`config.mk`:
```
export PLATFORM = sky130hd
export DESIGN_NAME = integer_lif_neuron_step
export DESIGN_NICKNAME = d
export VERILOG_FILES = /design/src/hw/rtl/lif_pkg.sv /design/src/hw/rtl/lif_div.sv /design/src/hw/rtl/integer_lif_neuron_step.sv
export VERILOG_INCLUDE_DIRS = /design/src /design/src/hw/rtl
export SDC_FILE = /design/constraint.sdc
export NUM_CORES = 2
export LEC_CHECK = 0
export ABC_AREA = 1
export BUFFER_PORTS_ARGS = -buffer_cell sky130_fd_sc_hd__buf_2
export CAP_MARGIN = 20
export CORE_MARGIN = 2
export CORE_UTILIZATION = 64
export CTS_BUF_LIST = sky130_fd_sc_hd__clkbuf_4 sky130_fd_sc_hd__clkbuf_8
export DETAILED_ROUTE_END_ITERATION = 10
export GPL_ROUTABILITY_DRIVEN = 0
export GPL_TIMING_DRIVEN = 0
export PLACE_DENSITY = 0.83
export SYNTH_ARGS = -nofsm -noshare
export SYNTH_HDL_FRONTEND = slang
export SYNTH_SLANG_ARGS = --single-unit
```
`constraint.sdc`:
```
create_clock -name i_clk -period 10.7 [get_ports i_clk]
set_input_delay 0.535 -clock i_clk [delete_from_list [all_inputs] [get_ports i_clk]]
set_output_delay 0.535 -clock i_clk [all_outputs]
set_load 0.02 [all_outputs]
```
`src/hw/rtl/integer_lif_neuron_step_assert.svh`:
```
// ---------------------------------------------------------------------------
// integer_lif_neuron_step assertion macros
// Clocked implication checks with active-low reset disable.
// ---------------------------------------------------------------------------
`ifndef INTEGER_LIF_NEURON_STEP_ASSERT_SVH
`define INTEGER_LIF_NEURON_STEP_ASSERT_SVH

// same-cycle implication
`define LIF_ASSERT_NOW(lbl, clk, rst_n, ante, cons, msg) \
    lbl: assert property (@(posedge clk) disable iff (!rst_n) (ante) |-> (cons)) \
        else $error(msg);

// next-cycle implication
`define LIF_ASSERT_NEXT(lbl, clk, rst_n, ante, cons, msg) \
    lbl: assert property (@(posedge clk) disable iff (!rst_n) (ante) |=> (cons)) \
        else $error(msg);

`endif

```
`src/hw/rtl/lif_pkg.sv`:
```
// ---------------------------------------------------------------------------
// lif_pkg
// Shared types and codes for the integer LIF neuron step block.
// ---------------------------------------------------------------------------
`timescale 1ns / 1ps
`default_nettype none

package lif_pkg;

    localparam logic [1:0] OP_TICK  = 2'd0;
    localparam logic [1:0] OP_COUNT = 2'd1;
    localparam logic [1:0] OP_RATE  = 2'd2;
    localparam logic [1:0] OP_NOP   = 2'd3;

    localparam logic [2:0] REG_LEAK_SHIFT = 3'd0;
    localparam logic [2:0] REG_REST       = 3'd1;
    localparam logic [2:0] REG_THRESH     = 3'd2;
    localparam logic [2:0] REG_RESET_LVL  = 3'd3;
    localparam logic [2:0] REG_SPAN       = 3'd4;
    localparam logic [2:0] REG_REFR       = 3'd5;
    localparam logic [2:0] REG_MIN_POT    = 3'd6;

    localparam int         DIV_W          = 32;
    localparam int         STEP_W         = 6;
    localparam logic [STEP_W-1:0] DIV_STEPS_MOD  = 6'd32;
    localparam logic [STEP_W-1:0] DIV_STEPS_RATE = 6'd16;

    typedef struct packed {
        logic [1:0]         opcode;
        logic signed [15:0] input_current;
        logic [30:0]        random_word;
    } t_in_word;

    typedef struct packed {
        logic signed [31:0] potential;
        logic               fired;
        logic [31:0]        count_value;
        logic [16:0]        rate_value;
        logic               rate_undefined;
    } t_out_word;

    typedef struct packed {
        logic              start;
        logic [STEP_W-1:0] steps;
    } t_div_ctl;

endpackage

`default_nettype wire

```
`src/hw/rtl/lif_div.sv`:
```
// ---------------------------------------------------------------------------
// lif_div
// Radix-2 restoring divider, one quotient bit per cycle. The remainder
// register is preloaded from i_num_hi, dividend bits shift in from i_num_lo.
// ---------------------------------------------------------------------------
`timescale 1ns / 1ps
`default_nettype none

module lif_div (
    input  wire logic                     i_clk,
    input  wire logic                     i_rst_n,
    input  wire lif_pkg::t_div_ctl        i_ctl,
    input  wire logic [lif_pkg::DIV_W-1:0] i_num_hi,
    input  wire logic [lif_pkg::DIV_W-1:0] i_num_lo,
    input  wire logic [lif_pkg::DIV_W-1:0] i_den,
    output logic                          o_done,
    output logic [lif_pkg::DIV_W-1:0]     o_quo,
    output logic [lif_pkg::DIV_W-1:0]     o_rem
);
    import lif_pkg::*;

    logic              r_busy;
    logic              r_done;
    logic [STEP_W-1:0] r_cnt;
    logic [DIV_W-1:0]  r_rem;
    logic [DIV_W-1:0]  r_num;
    logic [DIV_W-1:0]  r_quo;
    logic [DIV_W-1:0]  r_den;

    logic [DIV_W:0]    w_trial;
    logic [DIV_W:0]    w_diff;
    logic              w_ge;

    assign w_trial = {r_rem, r_num[DIV_W-1]};
    assign w_diff  = w_trial - {1'b0, r_den};
    assign w_ge    = (w_trial >= {1'b0, r_den});

    always_ff @(posedge i_clk) begin
        if (!i_rst_n) begin
            r_busy <= 1'b0;
            r_done <= 1'b0;
            r_cnt  <= '0;
        end else begin
            r_done <= 1'b0;
            if (i_ctl.start) begin
                r_busy <= 1'b1;
                r_cnt  <= i_ctl.steps;
            end else if (r_busy) begin
                r_cnt <= r_cnt - 1'b1;
                if (r_cnt == STEP_W'(1)) begin
                    r_busy <= 1'b0;
                    r_done <= 1'b1;
                end
            end
        end
    end

    always_ff @(posedge i_clk) begin
        if (i_ctl.start) begin
            r_rem <= i_num_hi;
            r_num <= i_num_lo;
            r_den <= i_den;
            r_quo <= '0;
        end else if (r_busy) begin
            r_rem <= w_ge ? w_diff[DIV_W-1:0] : w_trial[DIV_W-1:0];
            r_num <= {r_num[DIV_W-2:0], 1'b0};
            r_quo <= {r_quo[DIV_W-2:0], w_ge};
        end
    end

    assign o_done = r_done;
    assign o_quo  = r_quo;
    assign o_rem  = r_rem;

endmodule

`default_nettype wire

```
`src/hw/rtl/integer_lif_neuron_step.sv`:
```
// ---------------------------------------------------------------------------
// integer_lif_neuron_step
// Integer leaky integrate-and-fire neuron with tick, count and rate reads.
// ---------------------------------------------------------------------------
// Usage:
//   Input channel i_in_valid / o_in_stall carries one word per operation:
//   tick, read-and-clear spike count, read-and-clear spike rate, or no-op.
//   Output channel o_out_valid / i_out_stall returns one word per operation.
//   Configuration registers sit on the APB port at byte address 4*index.
//   Steps from accept to output valid:
//     tick outside refractory: 32-step remainder, leak, sum, fire
//     rate read with ticks above spikes: 16-step serial divide, then rate
//     tick in refractory, count read, no-op, other rate reads: no divide
//   The serial divider is the only long path; one operation is in flight at
//   a time, so a new word waits until the block is idle again.
//   A new word is taken while the previous result still waits in the output
//   register; the block stalls before writing that register until it frees.
//   Synchronous reset loads the register defaults, sets the potential to the
//   rest level, clears all counters and empties the output register.
// ---------------------------------------------------------------------------
`timescale 1ns / 1ps
`default_nettype none

module integer_lif_neuron_step (
    input  wire logic          i_clk,
    input  wire logic          i_rst_n,
    input  wire logic          i_in_valid,
    output logic               o_in_stall,
    input  wire lif_pkg::t_in_word i_in_word,
    output logic               o_out_valid,
    input  wire logic          i_out_stall,
    output lif_pkg::t_out_word o_out_word,
    input  wire logic          psel,
    input  wire logic          penable,
    input  wire logic          pwrite,
    input  wire logic [4:0]    paddr,
    input  wire logic [31:0]   pwdata,
    output logic [31:0]        prdata,
    output logic               pready
);
    import lif_pkg::*;

    typedef enum logic [6:0] {
        S_IDLE = 7'b0000001,
        S_DIV  = 7'b0000010,
        S_LEAK = 7'b0000100,
        S_SUM  = 7'b0001000,
        S_FIRE = 7'b0010000,
        S_RATE = 7'b0100000,
        S_DONE = 7'b1000000
    } t_state;

    localparam logic signed [34:0] SUM_MAX = 35'sh0_7FFF_FFFF;
    localparam logic signed [34:0] SUM_MIN = -35'sh0_8000_0000;

    t_state             r_state;

    logic [4:0]         r_leak_shift;
    logic signed [31:0] r_rest;
    logic signed [31:0] r_thresh;
    logic signed [31:0] r_reset_lvl;
    logic [15:0]        r_span;
    logic [15:0]        r_refr_period;
    logic signed [31:0] r_min_pot;

    logic signed [31:0] r_membrane;
    logic [15:0]        r_refr;
    logic [31:0]        r_spikes;
    logic [31:0]        r_ticks;

    logic [1:0]         r_op;
    logic signed [15:0] r_cur;
    logic signed [32:0] r_leak;
    logic signed [34:0] r_part;
    t_out_word          r_res;
    t_out_word          r_out;
    logic               r_out_valid;

    logic               w_in_acc;
    logic               w_cfg_wr;
    logic [2:0]         w_cfg_idx;
    logic               w_rate_div;
    logic               w_out_free;
    logic               w_fire;
    logic               w_below;
    logic signed [32:0] w_diff;
    logic signed [16:0] w_noise;
    logic signed [34:0] w_sum;
    logic signed [31:0] w_sat;
    t_div_ctl           w_div_ctl;
    logic [DIV_W-1:0]   w_num_hi;
    logic [DIV_W-1:0]   w_num_lo;
    logic [DIV_W-1:0]   w_den;
    logic               w_div_done;
    logic [DIV_W-1:0]   w_quo;
    logic [DIV_W-1:0]   w_rem;

    assign o_in_stall = (r_state != S_IDLE);
    assign w_in_acc   = i_in_valid && !o_in_stall;
    assign w_cfg_wr   = psel && penable && pwrite && pready;
    assign w_cfg_idx  = paddr[4:2];
    assign pready     = 1'b1;
    assign w_out_free = !r_out_valid || !i_out_stall;
    assign w_rate_div = (r_ticks != '0) && (r_spikes < r_ticks);

    // divider launch at accept
    always_comb begin
        w_div_ctl.start = w_in_acc &&
            (((i_in_word.opcode == OP_TICK) && (r_refr == '0)) ||
             ((i_in_word.opcode == OP_RATE) && w_rate_div));
        if (i_in_word.opcode == OP_RATE) begin
            w_div_ctl.steps = DIV_STEPS_RATE;
            w_num_hi        = r_spikes;
            w_num_lo        = '0;
            w_den           = r_ticks;
        end else begin
            w_div_ctl.steps = DIV_STEPS_MOD;
            w_num_hi        = '0;
            w_num_lo        = {1'b0, i_in_word.random_word};
            w_den           = {16'b0, r_span};
        end
    end

    lif_div u_div (
        .i_clk    (i_clk),
        .i_rst_n  (i_rst_n),
        .i_ctl    (w_div_ctl),
        .i_num_hi (w_num_hi),
        .i_num_lo (w_num_lo),
        .i_den    (w_den),
        .o_done   (w_div_done),
        .o_quo    (w_quo),
        .o_rem    (w_rem)
    );

    assign w_diff  = 33'(r_rest) - 33'(r_membrane);
    assign w_noise = $signed({1'b0, w_rem[15:0]}) - $signed({2'b0, r_span[15:1]});
    assign w_sum   = r_part + 35'(r_leak);
    assign w_fire  = (r_membrane > r_thresh);
    assign w_below = (r_membrane < r_min_pot);

    always_comb begin
        if (w_sum > SUM_MAX) begin
            w_sat = SUM_MAX[31:0];
        end else if (w_sum < SUM_MIN) begin
            w_sat = SUM_MIN[31:0];
        end else begin
            w_sat = w_sum[31:0];
        end
    end

    always_comb begin
        case (w_cfg_idx)
            REG_LEAK_SHIFT: prdata = {27'b0, r_leak_shift};
            REG_REST:       prdata = r_rest;
            REG_THRESH:     prdata = r_thresh;
            REG_RESET_LVL:  prdata = r_reset_lvl;
            REG_SPAN:       prdata = {16'b0, r_span};
            REG_REFR:       prdata = {16'b0, r_refr_period};
            REG_MIN_POT:    prdata = r_min_pot;
            default:        prdata = '0;
        endcase
    end

    always_ff @(posedge i_clk) begin
        if (!i_rst_n) begin
            r_state       <= S_IDLE;
            r_leak_shift  <= 5'd4;
            r_rest        <= '0;
            r_thresh      <= 32'sd1000;
            r_reset_lvl   <= '0;
            r_span        <= 16'd1;
            r_refr_period <= '0;
            r_min_pot     <= SUM_MIN[31:0];
            r_membrane    <= '0;
            r_refr        <= '0;
            r_spikes      <= '0;
            r_ticks       <= '0;
            r_out_valid   <= 1'b0;
        end else begin
            if (w_cfg_wr) begin
                case (w_cfg_idx)
                    REG_LEAK_SHIFT: r_leak_shift <= pwdata[4:0];
                    REG_REST: begin
                        r_rest     <= pwdata;
                        r_membrane <= pwdata;
                        r_ticks    <= '0;
                    end
                    REG_THRESH:     r_thresh <= pwdata;
                    REG_RESET_LVL:  r_reset_lvl <= pwdata;
                    REG_SPAN:       r_span <= (pwdata[15:0] == '0) ? 16'd1 : pwdata[15:0];
                    REG_REFR:       r_refr_period <= pwdata[15:0];
                    REG_MIN_POT:    r_min_pot <= pwdata;
                    default: ;
                endcase
            end

            if ((r_state == S_DONE) && w_out_free) begin
                r_out_valid <= 1'b1;
            end else if (!i_out_stall) begin
                r_out_valid <= 1'b0;
            end

            case (r_state)
                S_IDLE: begin
                    if (w_in_acc) begin
                        if (w_div_ctl.start) begin
                            r_state <= S_DIV;
                        end else if (i_in_word.opcode == OP_TICK) begin
                            r_refr  <= r_refr - 1'b1;
                            r_state <= S_FIRE;
                        end else begin
                            r_state <= S_RATE;
                        end
                    end
                end
                S_DIV: begin
                    if (w_div_done) begin
                        r_state <= (r_op == OP_TICK) ? S_LEAK : S_RATE;
                    end
                end
                S_LEAK: begin
                    r_state <= S_SUM;
                end
                S_SUM: begin
                    r_membrane <= w_sat;
                    r_state    <= S_FIRE;
                end
                S_FIRE: begin
                    if (w_fire) begin
                        r_membrane <= r_reset_lvl;
                        r_refr     <= r_refr_period;
                        if (r_spikes != '1) begin
                            r_spikes <= r_spikes + 1'b1;
                        end
                    end else if (w_below) begin
                        r_membrane <= r_min_pot;
                    end
                    if (r_ticks != '1) begin
                        r_ticks <= r_ticks + 1'b1;
                    end
                    r_state <= S_DONE;
                end
                S_RATE: begin
                    if (r_op == OP_COUNT) begin
                        r_spikes <= '0;
                    end else if (r_op == OP_RATE) begin
                        r_spikes <= '0;
                        r_ticks  <= '0;
                    end
                    r_state <= S_DONE;
                end
                S_DONE: begin
                    if (w_out_free) begin
                        r_state <= S_IDLE;
                    end
                end
                default: begin
                    r_state <= S_IDLE;
                end
            endcase
        end
    end

    // datapath registers
    always_ff @(posedge i_clk) begin
        if (w_in_acc) begin
            r_op  <= i_in_word.opcode;
            r_cur <= i_in_word.input_current;
        end
        if (r_state == S_LEAK) begin
            r_leak <= w_diff >>> r_leak_shift;
            r_part <= 35'(r_membrane) + 35'(r_cur) + 35'(w_noise);
        end
        if (r_state == S_FIRE) begin
            r_res.potential      <= w_fire ? r_reset_lvl : (w_below ? r_min_pot : r_membrane);
            r_res.fired          <= w_fire;
            r_res.count_value    <= '0;
            r_res.rate_value     <= '0;
            r_res.rate_undefined <= 1'b0;
        end
        if (r_state == S_RATE) begin
            r_res.potential      <= r_membrane;
            r_res.fired          <= 1'b0;
            r_res.count_value    <= ((r_op == OP_COUNT) || (r_op == OP_RATE)) ? r_spikes : '0;
            r_res.rate_undefined <= (r_op == OP_RATE) && (r_ticks == '0);
            if ((r_op != OP_RATE) || (r_ticks == '0)) begin
                r_res.rate_value <= '0;
            end else if (r_spikes >= r_ticks) begin
                r_res.rate_value <= 17'h10000;
            end else begin
                r_res.rate_value <= {1'b0, w_quo[15:0]};
            end
        end
        if ((r_state == S_DONE) && w_out_free) begin
            r_out <= r_res;
        end
    end

    assign o_out_valid = r_out_valid;
    assign o_out_word  = r_out;

`include "integer_lif_neuron_step_assert.svh"

    `LIF_ASSERT_NOW(a_div_done_in_div, i_clk, i_rst_n, w_div_done, r_state == S_DIV, "divider done outside divide state")
    `LIF_ASSERT_NEXT(a_tick_starts_div, i_clk, i_rst_n, w_in_acc && (i_in_word.opcode == OP_TICK) && (r_refr == '0), r_state == S_DIV, "live tick did not start divider")
    `LIF_ASSERT_NEXT(a_spike_loads_refr, i_clk, i_rst_n, (r_state == S_FIRE) && w_fire, r_refr == $past(r_refr_period), "spike did not reload refractory")
    `LIF_ASSERT_NOW(a_rate_bound, i_clk, i_rst_n, o_out_valid, o_out_word.rate_value <= 17'h10000, "rate above one")

endmodule

`default_nettype wire
```
[After elaboration in Yosys (flattened, before gate mapping)]
Index checks and enable logic that the tools add are counted.
Storage, ports and cells
  flip-flop bits (word level): 657
  input bits: 93
  output and inout port bits: 118
Operators by class
  add/sub/neg operators: 10
  order comparisons: 7
  equality and inequality tests: 30
  shift-type cells: 1
  mux-type cells: 56
  bitwise gates (word level): 2
  reduce and logical (&&, ||, !) cells: 38
Operators with widths (count)
  two-way mux 32 bit: 24
  case mux 32 bit (7 select lines): 1
  case mux 32 bit (2 select lines): 3
  two-way mux 83 bit: 2
  two-way mux 16 bit: 6
  adder 32 x 1 -> 32 bit (second input constant): 2
  less-than comparator 32 bit: 2
  inequality test 32 bit (second input constant): 2
  case mux 7 bit (6 select lines): 1
  two-way mux 6 bit: 6
  adder 35 x 33 -> 35 bit: 1
  > comparator 35 x 32 -> 1 bit (second input constant): 1
  less-than comparator 35 x 32 -> 1 bit (second input constant): 1
  adder 33 x 17 -> 34 bit: 1
  two-way mux 17 bit: 2
  adder 32 x 16 -> 33 bit: 1
  greater-or-equal comparator 33 x 32 -> 1 bit: 1
  >>> shifter 33 x 5 -> 33 bit: 1
  subtractor 32 x 32 -> 33 bit: 1
  greater-or-equal comparator 32 bit: 1
  > comparator 32 bit: 1
  zero test 16 bit: 2
  zero test 32 bit: 1
  case mux 16 bit (2 select lines): 1
  38 further kinds: 79

[Longest topological paths before layout]
  word-level depth: 8
  gate-level depth with buffers: 28

[Hierarchy]
Synthesis repeated with hierarchy kept, for this count alone.
Second synthesis, totals
  cells, all modules: 6074
  area, all modules: 44447.6 um2
By module, submodules not included
  integer_lif_neuron_step: times used 1, cells an instance 4953, area an instance 36113.4 um2, seq. area each 13232.7 um2
  lif_div: times used 1, cells an instance 1121, area an instance 8334.2 um2, seq. area each 3683.5 um2

[Worst setup path after synthesis]
Ideal clock, no wire load.
  path kind: reg-to-reg
  start: reg r_state[6]
  end: reg r_state[0]
  library setup time: 0.138 ns
  data arrival time: 7.819 ns
  data required time: 10.562 ns
  setup slack: 2.744 ns
  cell stages (with the launch flop): 7
  buffers on the path: 0
  period minus slack after synthesis: 7.956 ns
  path through: dfxtp_1 nor3_2 inv_2 nor4_1 inv_1 a31oi_1 o21ai_0
Between the ends
  word-level cells in the longest chain between the ends: 7
  elaborated cells between the ends (all ways): 19
  classes of those cells: 11 x eq/ne; 3 x mux; 5 x reduce/logical
RTL lines
  from (decl): RTL line integer_lif_neuron_step.sv:56  | t_state r_state;
  from (signal assigned): RTL line integer_lif_neuron_step.sv:219  | r_state <= (r_op == OP_TICK) ? S_LEAK : S_RATE;
  inequality test 7 x 1 -> 1 bit: RTL line integer_lif_neuron_step.sv:98  | assign o_in_stall = (r_state != S_IDLE);
  zero test 1 bit: RTL line integer_lif_neuron_step.sv:99  | assign w_in_acc = i_in_valid && !o_in_stall;
  logical AND 1 bit: RTL line integer_lif_neuron_step.sv:99
  logical AND 1 bit: RTL line integer_lif_neuron_step.sv:108  | w_div_ctl.start = w_in_acc &&
  two-way mux 6 bit: RTL line integer_lif_neuron_step.sv:207  | if (w_div_ctl.start) begin
  two-way mux 7 bit: RTL line integer_lif_neuron_step.sv:206  | if (w_in_acc) begin
  case mux 7 bit (6 select lines): RTL line integer_lif_neuron_step.sv:204  | case (r_state)
Parallel ways exist; a longest one is shown, timed or not. The select of a mux whose other input is x is not followed.
A chain may end at the register's enable or synchronous reset.

[Worst setup path after layout]
  start: reg r_span[1]
  end: reg r_part[33], data pin
Between the ends
  word-level cells in the longest chain between the ends: 2
RTL lines
  from (decl): RTL line integer_lif_neuron_step.sv:62  | logic [15:0] r_span;
  from (signal assigned): RTL line integer_lif_neuron_step.sv:191  | REG_SPAN: r_span <= (pwdata[15:0] == '0) ? 16'd1 : pwdata[15:0];
  subtractor 16 x 15 -> 17 bit: RTL line integer_lif_neuron_step.sv:137  | assign w_noise = $signed({1'b0, w_rem[15:0]}) - $signed({2'b0, r_span[15:1]});
  adder 33 x 17 -> 34 bit: RTL line integer_lif_neuron_step.sv:273  | r_part <= 35'(r_membrane) + 35'(r_cur) + 35'(w_noise);
  to (signal assigned): RTL line integer_lif_neuron_step.sv:273
  to (decl): RTL line integer_lif_neuron_step.sv:74  | logic signed [34:0] r_part;
Every way passes these cells.

==> impl_metrics.ini <==
[power]
clkPwrFrac_pct = 33.4
p_leak_nw = 20.5
combPwrFrac_pct = 26.9
power.density_nw_per_um2 = 159
p_sw_mw = 2.55
sw_frac_of_total_pct = 34.0
intPower_mw = 4.96
pwr-share-seq_pct = 39.7
peakVddDrop_mv = 0.176

[yosys]
netlist.area_leader.share_pct = 24.5
yosys-top-cells-area = edfxtp_1, dfxtp_1, nand2_1
synth_fp_nets = 6028
ys_ff_latch = 656
synth_area_per_cell_um2 = 7.49
synthArstFlopShare_pct = 0
yosys.area.top_type = edfxtp_1
synth_edf_count = 346
synth-seq-area-share_pct = 39.2
synth_flop_cell = edfxtp_1
synth_common_cells = nand2_1, inv_1, a21oi_1
yosysWarnings = 0
yosysMostFrequentCell = nand2_1
syn-cell-area_um2 = 42300
syn-instance-count = 5649
synth_cell_type_count = 65

[routing]
drtIter0Drc = 7102
ant_nets = 0
via_count = 43400
detail_route.wl_per_cell_um = 21.3
wl_um = 148000
via_per_inst = 6.25
firstDrtPassIters = 11
drc = 0

[place]
numPortBuffers = 206
post-dp-hpwl_um = 116000
placed_area_um2 = 44700

[critical_path]
r2r_slack_ps = 4790
cp-startpoint = r_span[1]
cp.required_ps = 11140
timing.rr.end = r_part[33]
worstSetupPathType = register to register
worstSetupEndpointType = register
critPathArrivalTime_ps = 6360
cp_max_fo = 16
reg2reg_depth = 26
cp-start-kind = register
r2r-start = r_span[1]

[clocking]
clkTransAtPathRegs_ps = 60
cts_buffer_depth = 3
ctsResizeCount = 0
htree_levels = 3
cts_buffers = 108
cts_root_buffer = clkbuf_8
holdBufCountCts = 16
cts.sink_count = 656
cts_tree = yes
cts_setup_buffers = 0
insertion_delay_ps = 760

[timing]
fin_skew_ps = 52.7
hold_viol_final = 0
min_period_ps = 5910
setup_viol = 0
report.final.slew_viol_count = 0
hold_slack_ps = 80.7
fmax_ghz = 0.169
post-route-period-util_pct = 55.3
relSlewSlack_pct = 24.9
worst_pin_slew_ps = 1130
grt_setup_unrepaired = no

[layout]
fin_area_um2 = 47300
regArea_um2 = 16600
drive_above_1_share_pct = 8.87
nets = 6377
areaGrowthSynthToFinish_pct = 11.8
multiInputGateArea_um2 = 22200
fillers = 5198

[floorplanning]
fp.dieH_um = 261
die_area_um2 = 68200
num_io_pins = 211
initial_core_util_pct = 64.5
rows = 94
die_w_um = 261
core_um2 = 65600

[grt]
antenna_found_initial = 6
grt_pass1_wl_um = 223000
grt_max_degree = 74
grt_overflow = 0
grt_pass1_vias = 40100
grt.total_usage_pct = 42.5

[run_status]
outcome = completed

[hold_path]
worst_hold_path.num_cells = 1
hp-class = input pin to register
min_to = r_op[1]
min_from = i_in_word[48]

[job]
cap_violations = 0
==> cell families after synthesis <==
| logic type | share of synthesized area, % |
|---|---|
| simple gates | 25.7 |
| compound gates | 14.5 |
| buf+inv | 8.34 |
| flops | 39.2 |
| fa+ha+maj | 9.11 |
| xor+xnor | 3.04 |
| mux | 0.0946 |
| other cells | 0.00886 |
==> power groups by stage <==
| stage | sequential, mW | clock [mW] | combinational (mW) |
|---|---|---|---|
| detailed placement | 3.03 | 0 | 1.93 |
| finish | 2.98 | 2.50 | 2.02 |
| CTS | 2.98 | 2.50 | 1.95 |
| floorplan | 3.01 | 0 | 1.40 |
| global placement | 3.04 | 0 | 1.85 |
| global route | 2.99 | 2.60 | 2.22 |
==> critical path, cell delays in order (launching register included) <==
cell	delay, ps
dfxtp_1	600
ha_1	220
inv_1	60
fa_1	410
nand3_1	90
nand3_1	150
nand2_1	130
nand2_1	50
nand2_1	70
nand2_1	50
a21oi_1	250
o21ai_0	190
nand2_1	110
nand2_1	110
a211oi_4	240
buf_8	220
fa_1	470
ha_1	410
nand2_1	170
nor4_1	820
nand3_1	180
nand3_1	170
nand2_1	70
nand2_1	90
nand2_1	60
o211ai_1	70
nand2_1	120
==> layer usage <==
layer | track usage [%] | vias up | wire length, µm
li1 | - | 19800 | -
met5 | 0 | - | 21
met4 | 22.3 | 6 | 9170
met3 | 14.7 | 753 | 24200
met1 | 56.3 | 19600 | 54900
met2 | 61.4 | 3319 | 59800
==> per-stage QoR <==
step | utilization (%) | total power [mW] | setup TNS [ps] | cells | setup slack (ps)
detailed placement | 68.1 | 4.96 | 0 | 6736 | 5250
CTS | 72.1 | 7.43 | 0 | 6953 | 5210
floorplan | - | 4.41 | 0 | 5649 | 2740
global placement | 67.7 | 4.89 | -99.9 | 6719 | -99.9
finish | 72.1 | 7.51 | 0 | 6955 | 4790
global route | 72.1 | 7.81 | 0 | 6955 | 4690
==> cell type report <==
| type | count | area share, % |
|---|---|---|
| clock inverters | 52 | 1.14 |
| clock buffers | 149 | 4.06 |
| diodes | 2 | 0.0106 |
| well taps | 864 | 2.28 |
| repair buffers | 239 | 2.98 |
| flip-flops and latches | 656 | 35.1 |
| multi-input cells | 4091 | 47.0 |
| inverters | 682 | 5.41 |
| plain buffers | 220 | 2.05 |
==> worst max path at each step <==
| stage | to | slack [ps] | depth (start not counted) |
|---|---|---|---|
| CTS | r_part[33] | 5210 | 26 |
| finish | r_part[33] | 4790 | 26 |
| floorplan | r_state[0] | 2740 | 6 |
| detailed placement | r_part[33] | 5250 | 26 |
| global placement | r_state[0] | -100 | 6 |
| global route | r_part[33] | 4690 | 26 |
==> registers in the layout (all words and copies together) (netlist names), 7 cells and up <==
signal,cells
o_out_word,83
r_cur,16
r_leak,33
r_membrane,32
r_min_pot,32
r_part,34
r_refr,16
r_refr_period,16
r_res,83
r_reset_lvl,32
r_rest,32
r_span,16
r_spikes,32
r_state,7
r_thresh,32
r_ticks,32
u_div.o_quo,16
u_div.o_rem,32
u_div.r_den,32
u_div.r_num,32
==> cell usage in the layout (no fill, tap or decap), types with 15 or more instances in the layout <==
cell              n
a21oi_1         472
o211ai_1         66
buf_2           248
nand2_1        1432
clkbuf_1        138
nor4_1           33
a31oi_1          15
clkinv_2         19
dlygate4sd3_1    16
clkbuf_4         21
edfxtp_1        346
nand4_1          87
dfxtp_1         310
inv_2            17
nand3_1         463
nor3_1           97
o21ai_0         383
nor2_1          372
a221oi_1         22
xor2_1          115
ha_1            249
o21bai_1         18
xnor2_1          32
clkbuf_8        128
buf_4            26
buf_1            20
inv_1           656
clkinv_1         22
o22ai_1          41
fa_1             37
(Power assumes the default switching activity.)
